[src/hdl/utf8_validating_pretokenizer_top_assert.svh]
// assertion macros used by the pretokenizer result register module
`ifndef UTF8_VALIDATING_PRETOKENIZER_TOP_ASSERT_SVH
`define UTF8_VALIDATING_PRETOKENIZER_TOP_ASSERT_SVH

// clocked assertion, disabled while reset is active
`define UVP_ASSERT_CLK(label, prop, msg) \
	label: assert property (@(posedge clk) disable iff (!arst_n) prop) else $error(msg);

// implication checked on the following clock edge
`define UVP_ASSERT_NEXT(label, cond, prop, msg) \
	label: assert property (@(posedge clk) disable iff (!arst_n) (cond) |=> (prop)) \
		else $error(msg);

`endif

[src/hdl/utf8vp_pkg.sv]
// types, constants and byte classifiers for the utf-8 validating pretokenizer
package utf8vp_pkg;

	localparam int BUNDLE_DEPTH = 5;
	localparam int IDX_W        = $clog2(BUNDLE_DEPTH);
	localparam int HELD_DEPTH   = 3;

	// result kinds
	localparam logic [1:0] KIND_WORD    = 2'd0;
	localparam logic [1:0] KIND_END_OK  = 2'd1;
	localparam logic [1:0] KIND_END_BAD = 2'd2;

	// lead byte ranges and scalar limits
	localparam logic [7:0]  LEAD2_LO   = 8'hc2;
	localparam logic [7:0]  LEAD2_HI   = 8'hdf;
	localparam logic [7:0]  LEAD3_LO   = 8'he0;
	localparam logic [7:0]  LEAD3_HI   = 8'hef;
	localparam logic [7:0]  LEAD4_LO   = 8'hf0;
	localparam logic [7:0]  LEAD4_HI   = 8'hf4;
	localparam logic [20:0] MIN_3BYTE  = 21'h000800;
	localparam logic [20:0] MIN_4BYTE  = 21'h010000;
	localparam logic [20:0] SURR_LO    = 21'h00d800;
	localparam logic [20:0] SURR_HI    = 21'h00dfff;
	localparam logic [20:0] SCALAR_MAX = 21'h10ffff;
	localparam logic [7:0]  UPPER_A    = 8'h41;
	localparam logic [7:0]  UPPER_Z    = 8'h5a;
	localparam logic [7:0]  CASE_DELTA = 8'h20;

	// sequencing state kept between bytes
	typedef struct packed {
		logic        in_word;
		logic [2:0]  exp_len;
		logic [1:0]  held_count;
		logic [20:0] code;
		logic        err;
	} seq_state_t;

	typedef logic [HELD_DEPTH-1:0][7:0] held_t;

	// all results caused by one input byte
	typedef struct packed {
		logic [IDX_W-1:0]                   count;
		logic [BUNDLE_DEPTH-1:0][7:0]       bytes;
		logic [BUNDLE_DEPTH-1:0]            start;
		logic [BUNDLE_DEPTH-1:0][1:0]       kind;
	} bundle_t;

	function automatic logic is_space(input logic [7:0] b);
		return (b == 8'h20) || (b >= 8'h09 && b <= 8'h0d);
	endfunction

	function automatic logic is_punct(input logic [7:0] b);
		return (b >= 8'h21 && b <= 8'h2f) || (b >= 8'h3a && b <= 8'h40) ||
		       (b >= 8'h5b && b <= 8'h60) || (b >= 8'h7b && b <= 8'h7e);
	endfunction

endpackage

[src/hdl/utf8vp_decode.sv]
// single-pass byte decode: next sequencing state and the result bundle
module utf8vp_decode (
	input  logic                    lowercase,
	input  logic [7:0]              data,
	input  logic                    eot,
	input  utf8vp_pkg::seq_state_t  st,
	input  utf8vp_pkg::held_t       held,
	output utf8vp_pkg::seq_state_t  nxt,
	output utf8vp_pkg::held_t       nxt_held,
	output utf8vp_pkg::bundle_t     bun
);
	import utf8vp_pkg::*;

	logic [IDX_W-1:0] n;
	logic [20:0]      cont_code;
	logic             range_bad;
	logic [7:0]       folded;

	assign cont_code = {st.code[14:0], data[5:0]};
	assign range_bad = (st.exp_len == 3'd3 && cont_code < MIN_3BYTE) ||
	                   (st.exp_len == 3'd4 && cont_code < MIN_4BYTE) ||
	                   (cont_code >= SURR_LO && cont_code <= SURR_HI) ||
	                   (cont_code > SCALAR_MAX);
	assign folded = (lowercase && data >= UPPER_A && data <= UPPER_Z) ?
	                data + CASE_DELTA : data;

	// byte classification and result building
	always_comb begin
		nxt      = st;
		nxt_held = held;
		bun      = '0;
		n        = '0;
		if (!st.err) begin
			if (st.exp_len != 3'd0) begin
				if (data[7:6] != 2'b10) begin
					nxt = '{in_word: 1'b0, exp_len: 3'd0, held_count: 2'd0, code: '0, err: 1'b1};
				end else if ({1'b0, st.held_count} + 3'd1 >= st.exp_len) begin
					if (range_bad) begin
						nxt = '{in_word: 1'b0, exp_len: 3'd0, held_count: 2'd0, code: '0,
						        err: 1'b1};
					end else begin
						// release the held bytes and this one as a word
						for (int i = 0; i < HELD_DEPTH; i++) begin
							if (i < int'(st.held_count)) begin
								bun.bytes[n] = held[i];
								bun.start[n] = (i == 0);
								bun.kind[n]  = KIND_WORD;
								n            = n + 1'b1;
							end
						end
						bun.bytes[n] = data;
						bun.start[n] = 1'b0;
						bun.kind[n]  = KIND_WORD;
						n            = n + 1'b1;
						nxt = '{in_word: 1'b0, exp_len: 3'd0, held_count: 2'd0, code: '0,
						        err: 1'b0};
					end
				end else begin
					// continuation byte held until the scalar completes
					nxt.code                = cont_code;
					nxt_held[st.held_count] = data;
					nxt.held_count          = st.held_count + 2'd1;
				end
			end else if (!data[7]) begin
				if (is_space(data)) begin
					nxt.in_word = 1'b0;
				end else if (is_punct(data)) begin
					bun.bytes[n] = data;
					bun.start[n] = 1'b1;
					bun.kind[n]  = KIND_WORD;
					n            = n + 1'b1;
					nxt.in_word  = 1'b0;
				end else begin
					bun.bytes[n] = folded;
					bun.start[n] = !st.in_word;
					bun.kind[n]  = KIND_WORD;
					n            = n + 1'b1;
					nxt.in_word  = 1'b1;
				end
			end else if (data >= LEAD2_LO && data <= LEAD2_HI) begin
				nxt = '{in_word: 1'b0, exp_len: 3'd2, held_count: 2'd1,
				        code: {16'd0, data[4:0]}, err: 1'b0};
				nxt_held[0] = data;
			end else if (data >= LEAD3_LO && data <= LEAD3_HI) begin
				nxt = '{in_word: 1'b0, exp_len: 3'd3, held_count: 2'd1,
				        code: {17'd0, data[3:0]}, err: 1'b0};
				nxt_held[0] = data;
			end else if (data >= LEAD4_LO && data <= LEAD4_HI) begin
				nxt = '{in_word: 1'b0, exp_len: 3'd4, held_count: 2'd1,
				        code: {18'd0, data[2:0]}, err: 1'b0};
				nxt_held[0] = data;
			end else begin
				nxt = '{in_word: 1'b0, exp_len: 3'd0, held_count: 2'd0, code: '0, err: 1'b1};
			end
		end
		// end marker, then a fresh text
		if (eot) begin
			bun.bytes[n] = 8'd0;
			bun.start[n] = 1'b0;
			bun.kind[n]  = (nxt.err || nxt.exp_len != 3'd0) ? KIND_END_BAD : KIND_END_OK;
			n            = n + 1'b1;
			nxt = '{in_word: 1'b0, exp_len: 3'd0, held_count: 2'd0, code: '0, err: 1'b0};
		end
		bun.count = n;
	end

endmodule

[src/hdl/utf8vp_emit.sv]
// result register that hands out one bundle entry per transaction
`include "utf8_validating_pretokenizer_top_assert.svh"

module utf8vp_emit (
	input  logic                 clk,
	input  logic                 arst_n,
	input  logic                 load,
	input  utf8vp_pkg::bundle_t  bun,
	output logic                 free,
	output logic                 out_valid,
	input  logic                 out_ready,
	output logic [7:0]           out_byte,
	output logic                 word_start,
	output logic [1:0]           kind,
	output logic                 last_of_run
);
	import utf8vp_pkg::*;

	bundle_t          bun_s2;
	logic             valid_q;
	logic [IDX_W-1:0] idx_q;
	logic             is_last;
	logic             done;

	assign is_last = (idx_q == bun_s2.count - 1'b1);
	assign done    = valid_q && out_ready && is_last;
	assign free    = !valid_q || done;

	// bundle payload
	always_ff @(posedge clk) begin
		if (load) begin
			bun_s2 <= bun;
		end
	end

	// entry pointer and valid
	always_ff @(posedge clk or negedge arst_n) begin
		if (!arst_n) begin
			valid_q <= 1'b0;
			idx_q   <= '0;
		end else if (load) begin
			valid_q <= (bun.count != '0);
			idx_q   <= '0;
		end else if (valid_q && out_ready) begin
			if (is_last) begin
				valid_q <= 1'b0;
			end else begin
				idx_q <= idx_q + 1'b1;
			end
		end
	end

	// current entry onto the ports
	assign out_valid   = valid_q;
	assign out_byte    = bun_s2.bytes[idx_q];
	assign word_start  = bun_s2.start[idx_q];
	assign kind        = bun_s2.kind[idx_q];
	assign last_of_run = is_last;

	`UVP_ASSERT_CLK(a_idx_in_range, valid_q |-> (idx_q < bun_s2.count), "entry pointer past bundle")
	`UVP_ASSERT_CLK(a_load_when_free, load |-> free, "bundle overwritten before drained")
	`UVP_ASSERT_NEXT(a_drain_clears, done && !load, !valid_q, "valid held after last entry")

endmodule

[src/hdl/utf8_validating_pretokenizer_top.sv]
// top level of the utf-8 validating pretokenizer
// Text bytes enter through an input register, one transaction per cycle while the
// result side keeps up; each byte is decoded in one pass into 0 to 5 results (word
// bytes and an end marker), which a result register hands out one per cycle while
// out_ready is high, and then bytes yielding at most one result pass one per cycle.
// A byte yielding more holds the result register until all its results are taken.
// The case-fold register resets to 1 and is written through cfg_we/cfg_wdata; the
// user must write it only while no text is in flight, the block does not enforce it.
module utf8_validating_pretokenizer_top (
	input  logic       clk,
	input  logic       arst_n,
	input  logic       cfg_we,
	input  logic       cfg_wdata,
	input  logic       in_valid,
	output logic       in_ready,
	input  logic [7:0] data_byte,
	input  logic       end_of_text,
	output logic       out_valid,
	input  logic       out_ready,
	output logic [7:0] out_byte,
	output logic       word_start,
	output logic [1:0] kind,
	output logic       last_of_run
);
	import utf8vp_pkg::*;

	logic       lowercase_q;
	logic       valid_s1;
	logic [7:0] data_s1;
	logic       eot_s1;
	seq_state_t st_q;
	seq_state_t st_nxt;
	held_t      held_q;
	held_t      held_nxt;
	bundle_t    bun;
	logic       free;
	logic       advance;

	assign advance  = valid_s1 && free;
	assign in_ready = !valid_s1 || free;

	// configuration register
	always_ff @(posedge clk or negedge arst_n) begin
		if (!arst_n) begin
			lowercase_q <= 1'b1;
		end else if (cfg_we) begin
			lowercase_q <= cfg_wdata;
		end
	end

	// input register
	always_ff @(posedge clk or negedge arst_n) begin
		if (!arst_n) begin
			valid_s1 <= 1'b0;
		end else if (in_ready) begin
			valid_s1 <= in_valid;
		end
	end

	always_ff @(posedge clk) begin
		if (in_valid && in_ready) begin
			data_s1 <= data_byte;
			eot_s1  <= end_of_text;
		end
	end

	// sequencing state
	always_ff @(posedge clk or negedge arst_n) begin
		if (!arst_n) begin
			st_q <= '0;
		end else if (advance) begin
			st_q <= st_nxt;
		end
	end

	always_ff @(posedge clk) begin
		if (advance) begin
			held_q <= held_nxt;
		end
	end

	utf8vp_decode u_decode (
		.lowercase (lowercase_q),
		.data      (data_s1),
		.eot       (eot_s1),
		.st        (st_q),
		.held      (held_q),
		.nxt       (st_nxt),
		.nxt_held  (held_nxt),
		.bun       (bun)
	);

	utf8vp_emit u_emit (
		.clk         (clk),
		.arst_n      (arst_n),
		.load        (advance),
		.bun         (bun),
		.free        (free),
		.out_valid   (out_valid),
		.out_ready   (out_ready),
		.out_byte    (out_byte),
		.word_start  (word_start),
		.kind        (kind),
		.last_of_run (last_of_run)
	);

endmodule

[config.mk]
export PLATFORM = sky130hd
export DESIGN_NAME = utf8_validating_pretokenizer_top
export DESIGN_NICKNAME = d
export VERILOG_FILES = /design/src/hdl/utf8vp_pkg.sv /design/src/hdl/utf8vp_decode.sv /design/src/hdl/utf8vp_emit.sv /design/src/hdl/utf8_validating_pretokenizer_top.sv
export VERILOG_INCLUDE_DIRS = /design/src /design/src/hdl
export SDC_FILE = /design/constraint.sdc
export NUM_CORES = 1
export LEC_CHECK = 0
export BUFFER_PORTS_ARGS = -buffer_cell sky130_fd_sc_hd__buf_2
export CAP_MARGIN = 15
export CELL_PAD_IN_SITES_DETAIL_PLACEMENT = 0
export CELL_PAD_IN_SITES_GLOBAL_PLACEMENT = 1
export CORE_ASPECT_RATIO = 0.75
export CORE_MARGIN = 2
export CORE_UTILIZATION = 40
export DETAILED_ROUTE_END_ITERATION = 12
export GPL_TIMING_DRIVEN = 1
export PLACE_DENSITY = 0.65
export SYNTH_ARGS = -nofsm -noshare
export SYNTH_HDL_FRONTEND = slang
export SYNTH_SLANG_ARGS = --single-unit
[constraint.sdc]
create_clock -name clk -period 3.8 [get_ports clk]
set_input_delay 0 -clock clk [delete_from_list [all_inputs] [get_ports clk]]
set_output_delay 0 -clock clk [all_outputs]
set_load 0.05 [all_outputs]
### Word-level counts from Yosys, hierarchy flattened

Index checks and enable logic that the tools add are counted.

| word-level totals | value |
|---|---|
| input bits | 15 |
| register bits after elaboration | 119 |
| output and inout bits | 14 |

| cells by class | value |
|---|---|
| $lt $le $gt $ge | 38 |
| bitwise logic cells | 19 |
| reductions and logical operators | 49 |
| multiplexer cells | 139 |
| add/subtract/negate cells | 9 |
| eq/ne operators | 10 |

Operator list:

| operator | count |
|---|---|
| $mux W55 | 17 |
| $mux W8 | 25 |
| $mux W28 | 5 |
| $bwmux W40 | 3 |
| $demux W8 S3 | 4 |
| $mux W27 | 3 |
| $mux W3 | 27 |
| $and A40 B40 Y40 | 1 |
| $not A40 Y40 | 1 |
| $le A8 B7 Y1 const B | 4 |
| $mux W32 | 1 |
| $not A10 Y10 | 3 |
| $mux W1 | 25 |
| $bmux W8 S3 | 1 |
| $bwmux W24 | 1 |
| $demux W2 S3 | 4 |
| $ge A8 B7 Y1 const B | 3 |
| $ge A8 B8 Y1 const B | 3 |
| $le A8 B8 Y1 const B | 3 |
| $mux W2 | 12 |
| $mux W23 | 1 |
| $logic_and A1 B1 Y1 | 22 |
| $ge A21 B16 Y1 const B | 1 |
| $gt A21 B21 Y1 const B | 1 |
| other kinds (46) | 93 |

### Logic depth before layout (Yosys ltp)

| depth | value |
|---|---|
| depth in word-level cells | 37 |
| mapped depth | 13 |
| mapped depth without buffers | 11 |

### By module

Synthesis repeated with hierarchy kept, for this count alone.

| unflattened totals | value |
|---|---|
| cell total of the unflattened synthesis | 604 |
| area total of the unflattened synthesis | 6,922.9 um2 |

Modules (own cells, without submodules):

| module | cells each | area each (um2) | instances | sequential area each (um2) |
|---|---|---|---|---|
| utf8vp_emit | 140 | 2,478.6 | 1 | 1,841.8 |
| utf8vp_decode | 364 | 2,285.9 | 1 | 0.0 |
| utf8_validating_pretokenizer_top | 100 | 2,158.3 | 1 | 1,742.9 |

### Worst setup path after synthesis

No wires, ideal clock.

| timing | value |
|---|---|
| path type | register to register |
| start | register u_emit.bun_s2[55] in the netlist's numbering |
| end | register st_q[10] in the netlist's numbering |
| arrival time | 3,595 ps |
| stages on the path, launching flop included | 10 |
| period minus slack after synthesis | 3,716 ps |
| data required time | 3,679 ps |
| buffers on the path | 1 |
| setup slack | 84 ps |
| path through | edfxtp_1 > inv_1 > ha_1 > xor3_1 > o41a_1 > nand2b_1 > inv_1 > o21ai_1 > clkbuf_1 > a22o_1 |

| between the ends | value |
|---|---|
| word-level cells in the longest chain between the ends | 6 |

Ends and longest elaborated chain:

| what | RTL line | RTL |
|---|---|---|
| from (decl) | utf8vp_emit.sv:19 | `bundle_t bun_s2;` |
| from (signal assigned) | utf8vp_emit.sv:32 | `bun_s2 <= bun;` |
| $sub A3 B1 Y3 | utf8vp_emit.sv:25 | `assign is_last = (idx_q == bun_s2.count - 1'b1);` |
| $eq A3 B3 Y1 | utf8vp_emit.sv:25 |  |
| $logic_and A1 B1 Y1 | utf8vp_emit.sv:26 | `assign done = valid_q && out_ready && is_last;` |
| $logic_or A1 B1 Y1 | utf8vp_emit.sv:27 | `assign free = !valid_q \|\| done;` |
| $logic_and A1 B1 Y1 | utf8_validating_pretokenizer_top.sv:39 | `assign advance = valid_s1 && free;` |
| net advance | utf8_validating_pretokenizer_top.sv:37 | `logic advance;` |
| $reduce_and A3 Y1 (no line) | -- |  |
| to (signal assigned) | utf8_validating_pretokenizer_top.sv:72 | `st_q <= st_nxt;` |
| to (decl) | utf8_validating_pretokenizer_top.sv:31 | `seq_state_t st_q;` |

The timed path passes the listed nets, and every way through them passes these cells.
A chain may end at the register's enable or synchronous reset.

### Worst setup path in the final report

| timing | value |
|---|---|
| start | register st_q[22] in the netlist's numbering |
| end | register u_emit.valid_q (netlist: u_emit.out_valid) |

| between the ends | value |
|---|---|
| word-level cells in the longest chain between the ends | 31 |
| elaborated cells between the ends (all ways) | 35 |
| those cells by class | add/sub: 5; order compare: 4; mux: 25; reduce/logical: 1 |

Ends and longest elaborated chain:

| what | RTL line | RTL |
|---|---|---|
| $lt A1 B2 Y1 | utf8vp_decode.sv:44 | `if (i < int'(st.held_count)) begin` |
| $mux W1 | utf8vp_decode.sv:44 |  |
| $mux W3 | utf8vp_decode.sv:38 | `if (range_bad) begin` |
| $mux W3 | utf8vp_decode.sv:37 | `end else if ({1'b0, st.held_count} + 3'd1 >= st.exp_len) begin` |
| $mux W3 | utf8vp_decode.sv:35 | `if (data[7:6] != 2'b10) begin` |
| $mux W3 | utf8vp_decode.sv:34 | `if (st.exp_len != 3'd0) begin` |
| $mux W3 | utf8vp_decode.sv:33 | `if (!st.err) begin` |
| $add A3 B1 Y3 | utf8vp_decode.sv:48 | `n = n + 1'b1;` |
| [15 not listed] | -- |  |
| $mux W3 * | utf8vp_decode.sv:37 |  |
| $mux W3 * | utf8vp_decode.sv:35 |  |
| $mux W3 * | utf8vp_decode.sv:34 |  |
| $mux W3 * | utf8vp_decode.sv:33 |  |
| $add A3 B1 Y3 | utf8vp_decode.sv:101 | `n = n + 1'b1;` |
| $mux W3 * | utf8vp_decode.sv:97 | `if (eot) begin` |
| $reduce_bool A3 Y1 * | utf8vp_emit.sv:42 | `valid_q <= (bun.count != '0);` |
| $mux W1 * | utf8vp_emit.sv:41 | `end else if (load) begin` |
| to (signal assigned) | utf8vp_emit.sv:42 |  |
| to (decl) | utf8vp_emit.sv:20 | `logic valid_q;` |

Mark *: on every way between the ends. The rest lies on a longest branch, timed or not. The select of a mux whose other input is x is not followed.

==> flow_summary.yaml <==
grt:
  grt_pass1_vias: 3983
  grt_max_degree: 56
  grt_usage_pct: 19.7
  globalRouteOverflowTotal: 0
  antenna_found_initial: 0
  grt_pass1_wl_um: 23000
detailed_routing:
  drt-total-wl_um: 14400
  post_drt_via_cell_ratio: 5.54
  dr_total_vias: 4229
  drc: 0
  drt_iter0_drc: 352
  ant_nets: 0
  wl_per_cell_um: 18.9
  first_pass_iters: 4
place:
  dp_hpwl_um: 10300
  gp_congestion: 0.859
  portBuffers: 28
  dpl_cell_area_sq_um: 6370
  dp_cells: 717
pwr:
  p_seq_share_pct: 32.5
  powerDensity_nw_per_um2: 824
  power.switching_mw: 2.31
  power_frac_clock_pct: 27.9
  swShare_pct: 39.3
  vdd_drop_max_v: 0.000363
  power.internal_mw: 3.56
  p_leak_nw: 2.68
  power_frac_comb_pct: 39.6
worst_setup_path:
  worst-setup-path-type: "reg -> reg"
  end_kind: "flip-flop"
  worstPathRequired_ps: 4080
  cp_cell_sequence: "inv_1, ha_1, ha_1, a211oi_1, or3_1, or3_4, nor2_1, ha_1, a221oi_1, a41oi_1"
  critPathMaxStageDelay_ps: 520
  critical_path.most_common_cell: "ha_1"
  crit_path_start_kind: "flip-flop"
  critPathArrivalTime_ps: 3690
  crit_family: "simple AND/OR/NAND/NOR gates"
  crit_buf_inv: 1
  path_max_fanout: 11
  crit_slowest_cell: "or3_1"
hold_path:
  hp-class: "in -> async"
clock_tree:
  tritoncts: "built"
  clock_latency_ps: 420
  cts_setup_buffers: 0
  cts_max_path_buffers: 2
  clk_pin_slew_worst_paths_ps: 60
  clock-root-buffer: "clkbuf_16"
  cts_sinks: 115
  htreeDepth: 4
  cts_buffers: 17
cells_and_area:
  drive_gt1_share_pct: 18.8
  layout_common_cells: "edfxtp_1, nor2_1, a22o_1"
  final_common_cell: "edfxtp_1"
  finalNetCount: 582
  n_fill_cell: 1328
  seq_area_sq_um: 3310
  area.growth.synth_to_final_pct: 20.3
  multi_input_area_sq_um: 2420
  diodes: 0
  design_area_sq_um: 7120
  final_cells: 764
timing:
  fin_skew_ps: 12.8
  finalHoldViolCount: 0
  setup_violations: 0
  rsz0062_at_grt: "no"
  setup_tns_ps: 0
  relSlewSlack_pct: 52.5
  min_period_ps: 3410
  worst_pin_slew_ps: 708
  fmax_mhz: 293
  finalMaxSlewViolations: 0
  worst_hold_slack_ps: 160
  timing.final.crit_share_pct: 89.8
floorplanning:
  start_util_pct: 41.0
  fp.dieW_um: 144
  io_pins: 29
  die_y_um: 109
  fp.dieArea_sq_um: 15800
  rows: 38
  design.core.area_sq_um: 14500
yosys:
  syn_inst: 490
  async_flop_share_pct: 24.3
  synth_cell_types: 73
  synth_seq_cells: 115
  synth_edf_count: 87
  seq_area_frac_synth_pct: 56.0
  synth_warnings: 0
  avgSynthCellArea_sq_um: 12.1
  synth_ff_type: "edfxtp_1"
  syn_area_sq_um: 5920
run:
  maxCapViolCount: 0
run_status:
  status: "finished, final reports clean"
-- synthesized netlist by cell type (all sizes together) (3+ instances only) --
cell type	number	area share, %
a211o	3	0.44
a211oi	4	0.51
a21o	4	0.51
a21oi	22	1.9
a22o	29	4.3
a22oi	6	0.76
a31oi	5	0.78
a32oi	4	0.59
and2	5	0.53
and4	3	0.44
buf	5	0.72
clkbuf	23	1.5
dfrtp	27	11
edfxtp	87	44
ha	16	3.4
inv	18	1.1
mux2i	3	0.51
mux4	10	3.8
nand2	26	1.6
nand2b	11	1.2
nand3	6	0.51
nand4	5	0.53
nor2	42	2.7
nor2b	21	2.2
nor3	12	1.1
nor3b	10	1.3
nor4	5	0.53
o211ai	3	0.38
o21a	4	0.51
o21ai	13	1.1
o31ai	3	0.38
or3	6	0.72
or4	3	0.44
xnor2	4	0.59
-- power groups by stage --
stage | Clock [mW] | Sequential [mW] | Combinational (mW)
after floorplan | 0 | 1.91 | 1.70
after global placement | 0 | 1.92 | 2.31
after detailed placement | 0 | 1.93 | 2.31
after CTS | 1.66 | 1.91 | 2.33
after global routing | 1.71 | 1.94 | 2.53
final | 1.64 | 1.91 | 2.33
-- flip-flops by register name, indices dropped and copies added (netlist names) --
| name | count |
|---|---|
| u_emit.out_valid | 1 |
| data_s1 | 8 |
| st_q | 22 |
| lowercase_q | 1 |
| u_emit.bun_s2 | 54 |
| valid_s1 | 1 |
| u_emit.idx_q | 3 |
| eot_s1 | 1 |
| held_q | 24 |
-- layer usage --
metal	routed length [um]	track usage [%]	vias to the layer above
met4	135	4.92	0
li1	-	-	2007
met3	838	5.05	16
met1	7430	30.5	2084
met2	6020	27.4	122
met5	0	0	-
-- cell families after synthesis --
logic type	share of synthesized area (%)
other cells	0.0633
compound gates	16.0
mux	4.69
simple gates	15.3
fa+ha+maj	3.38
buf+inv	3.44
flops	56.0
xor+xnor	1.14
-- layout make-up --
cell class              count  share of cell area (%)
clock inverters            14                    2.51
flip-flops and latches    115                    46.5
clock buffers              18                    6.03
repair buffers             65                    6.36
multi-input cells         332                    34.0
well taps                 200                    3.51
inverters                  20                    1.05
-- worst reg2reg max path, delay by kind of cell, from the launching register on --
family          cells  cell delay, ps
compound gates      3             520
buf+inv             1             140
simple gates        3            1100
fa+ha+maj           3            1020
flops               1             510
-- worst paths after layout --
path                            slack (ps)  depth (start not counted)                  from                            to
max in group asynchronous             3200                          2                arst_n          st_q[23]$_DFFE_PN0P_
min in group clk                       300                          2          data_byte[6]          data_s1[6]$_DFFE_PP_
worst min-delay path                   160                          2                arst_n          st_q[10]$_DFFE_PN0P_
worst max-delay path                   390                         10  st_q[22]$_DFFE_PN0P_  u_emit.out_valid$_DFFE_PN0P_
worst max register to register         390                         10  st_q[22]$_DFFE_PN0P_  u_emit.out_valid$_DFFE_PN0P_
worst min register to register         500                          2   st_q[4]$_DFFE_PN0P_           st_q[4]$_DFFE_PN0P_
-- stage by stage --
stage | total power [mW] | util, % | setup slack, ps
detailed placement | 4.24 | 44.0 | 397
global route | 6.18 | 49.3 | 188
CTS | 5.90 | 49.2 | 392
finish | 5.87 | 49.3 | 387
floorplan | 3.61 | - | 83.6
global placement | 4.23 | 44.0 | 512
-- repair_timing --
action / in CTS / in global routing
hold buffers: 14 / 0
hold endpoints to repair: 40 / 0
resized for setup: 0 / 0
No activity file was read; power rests on OpenSTA's default activity.
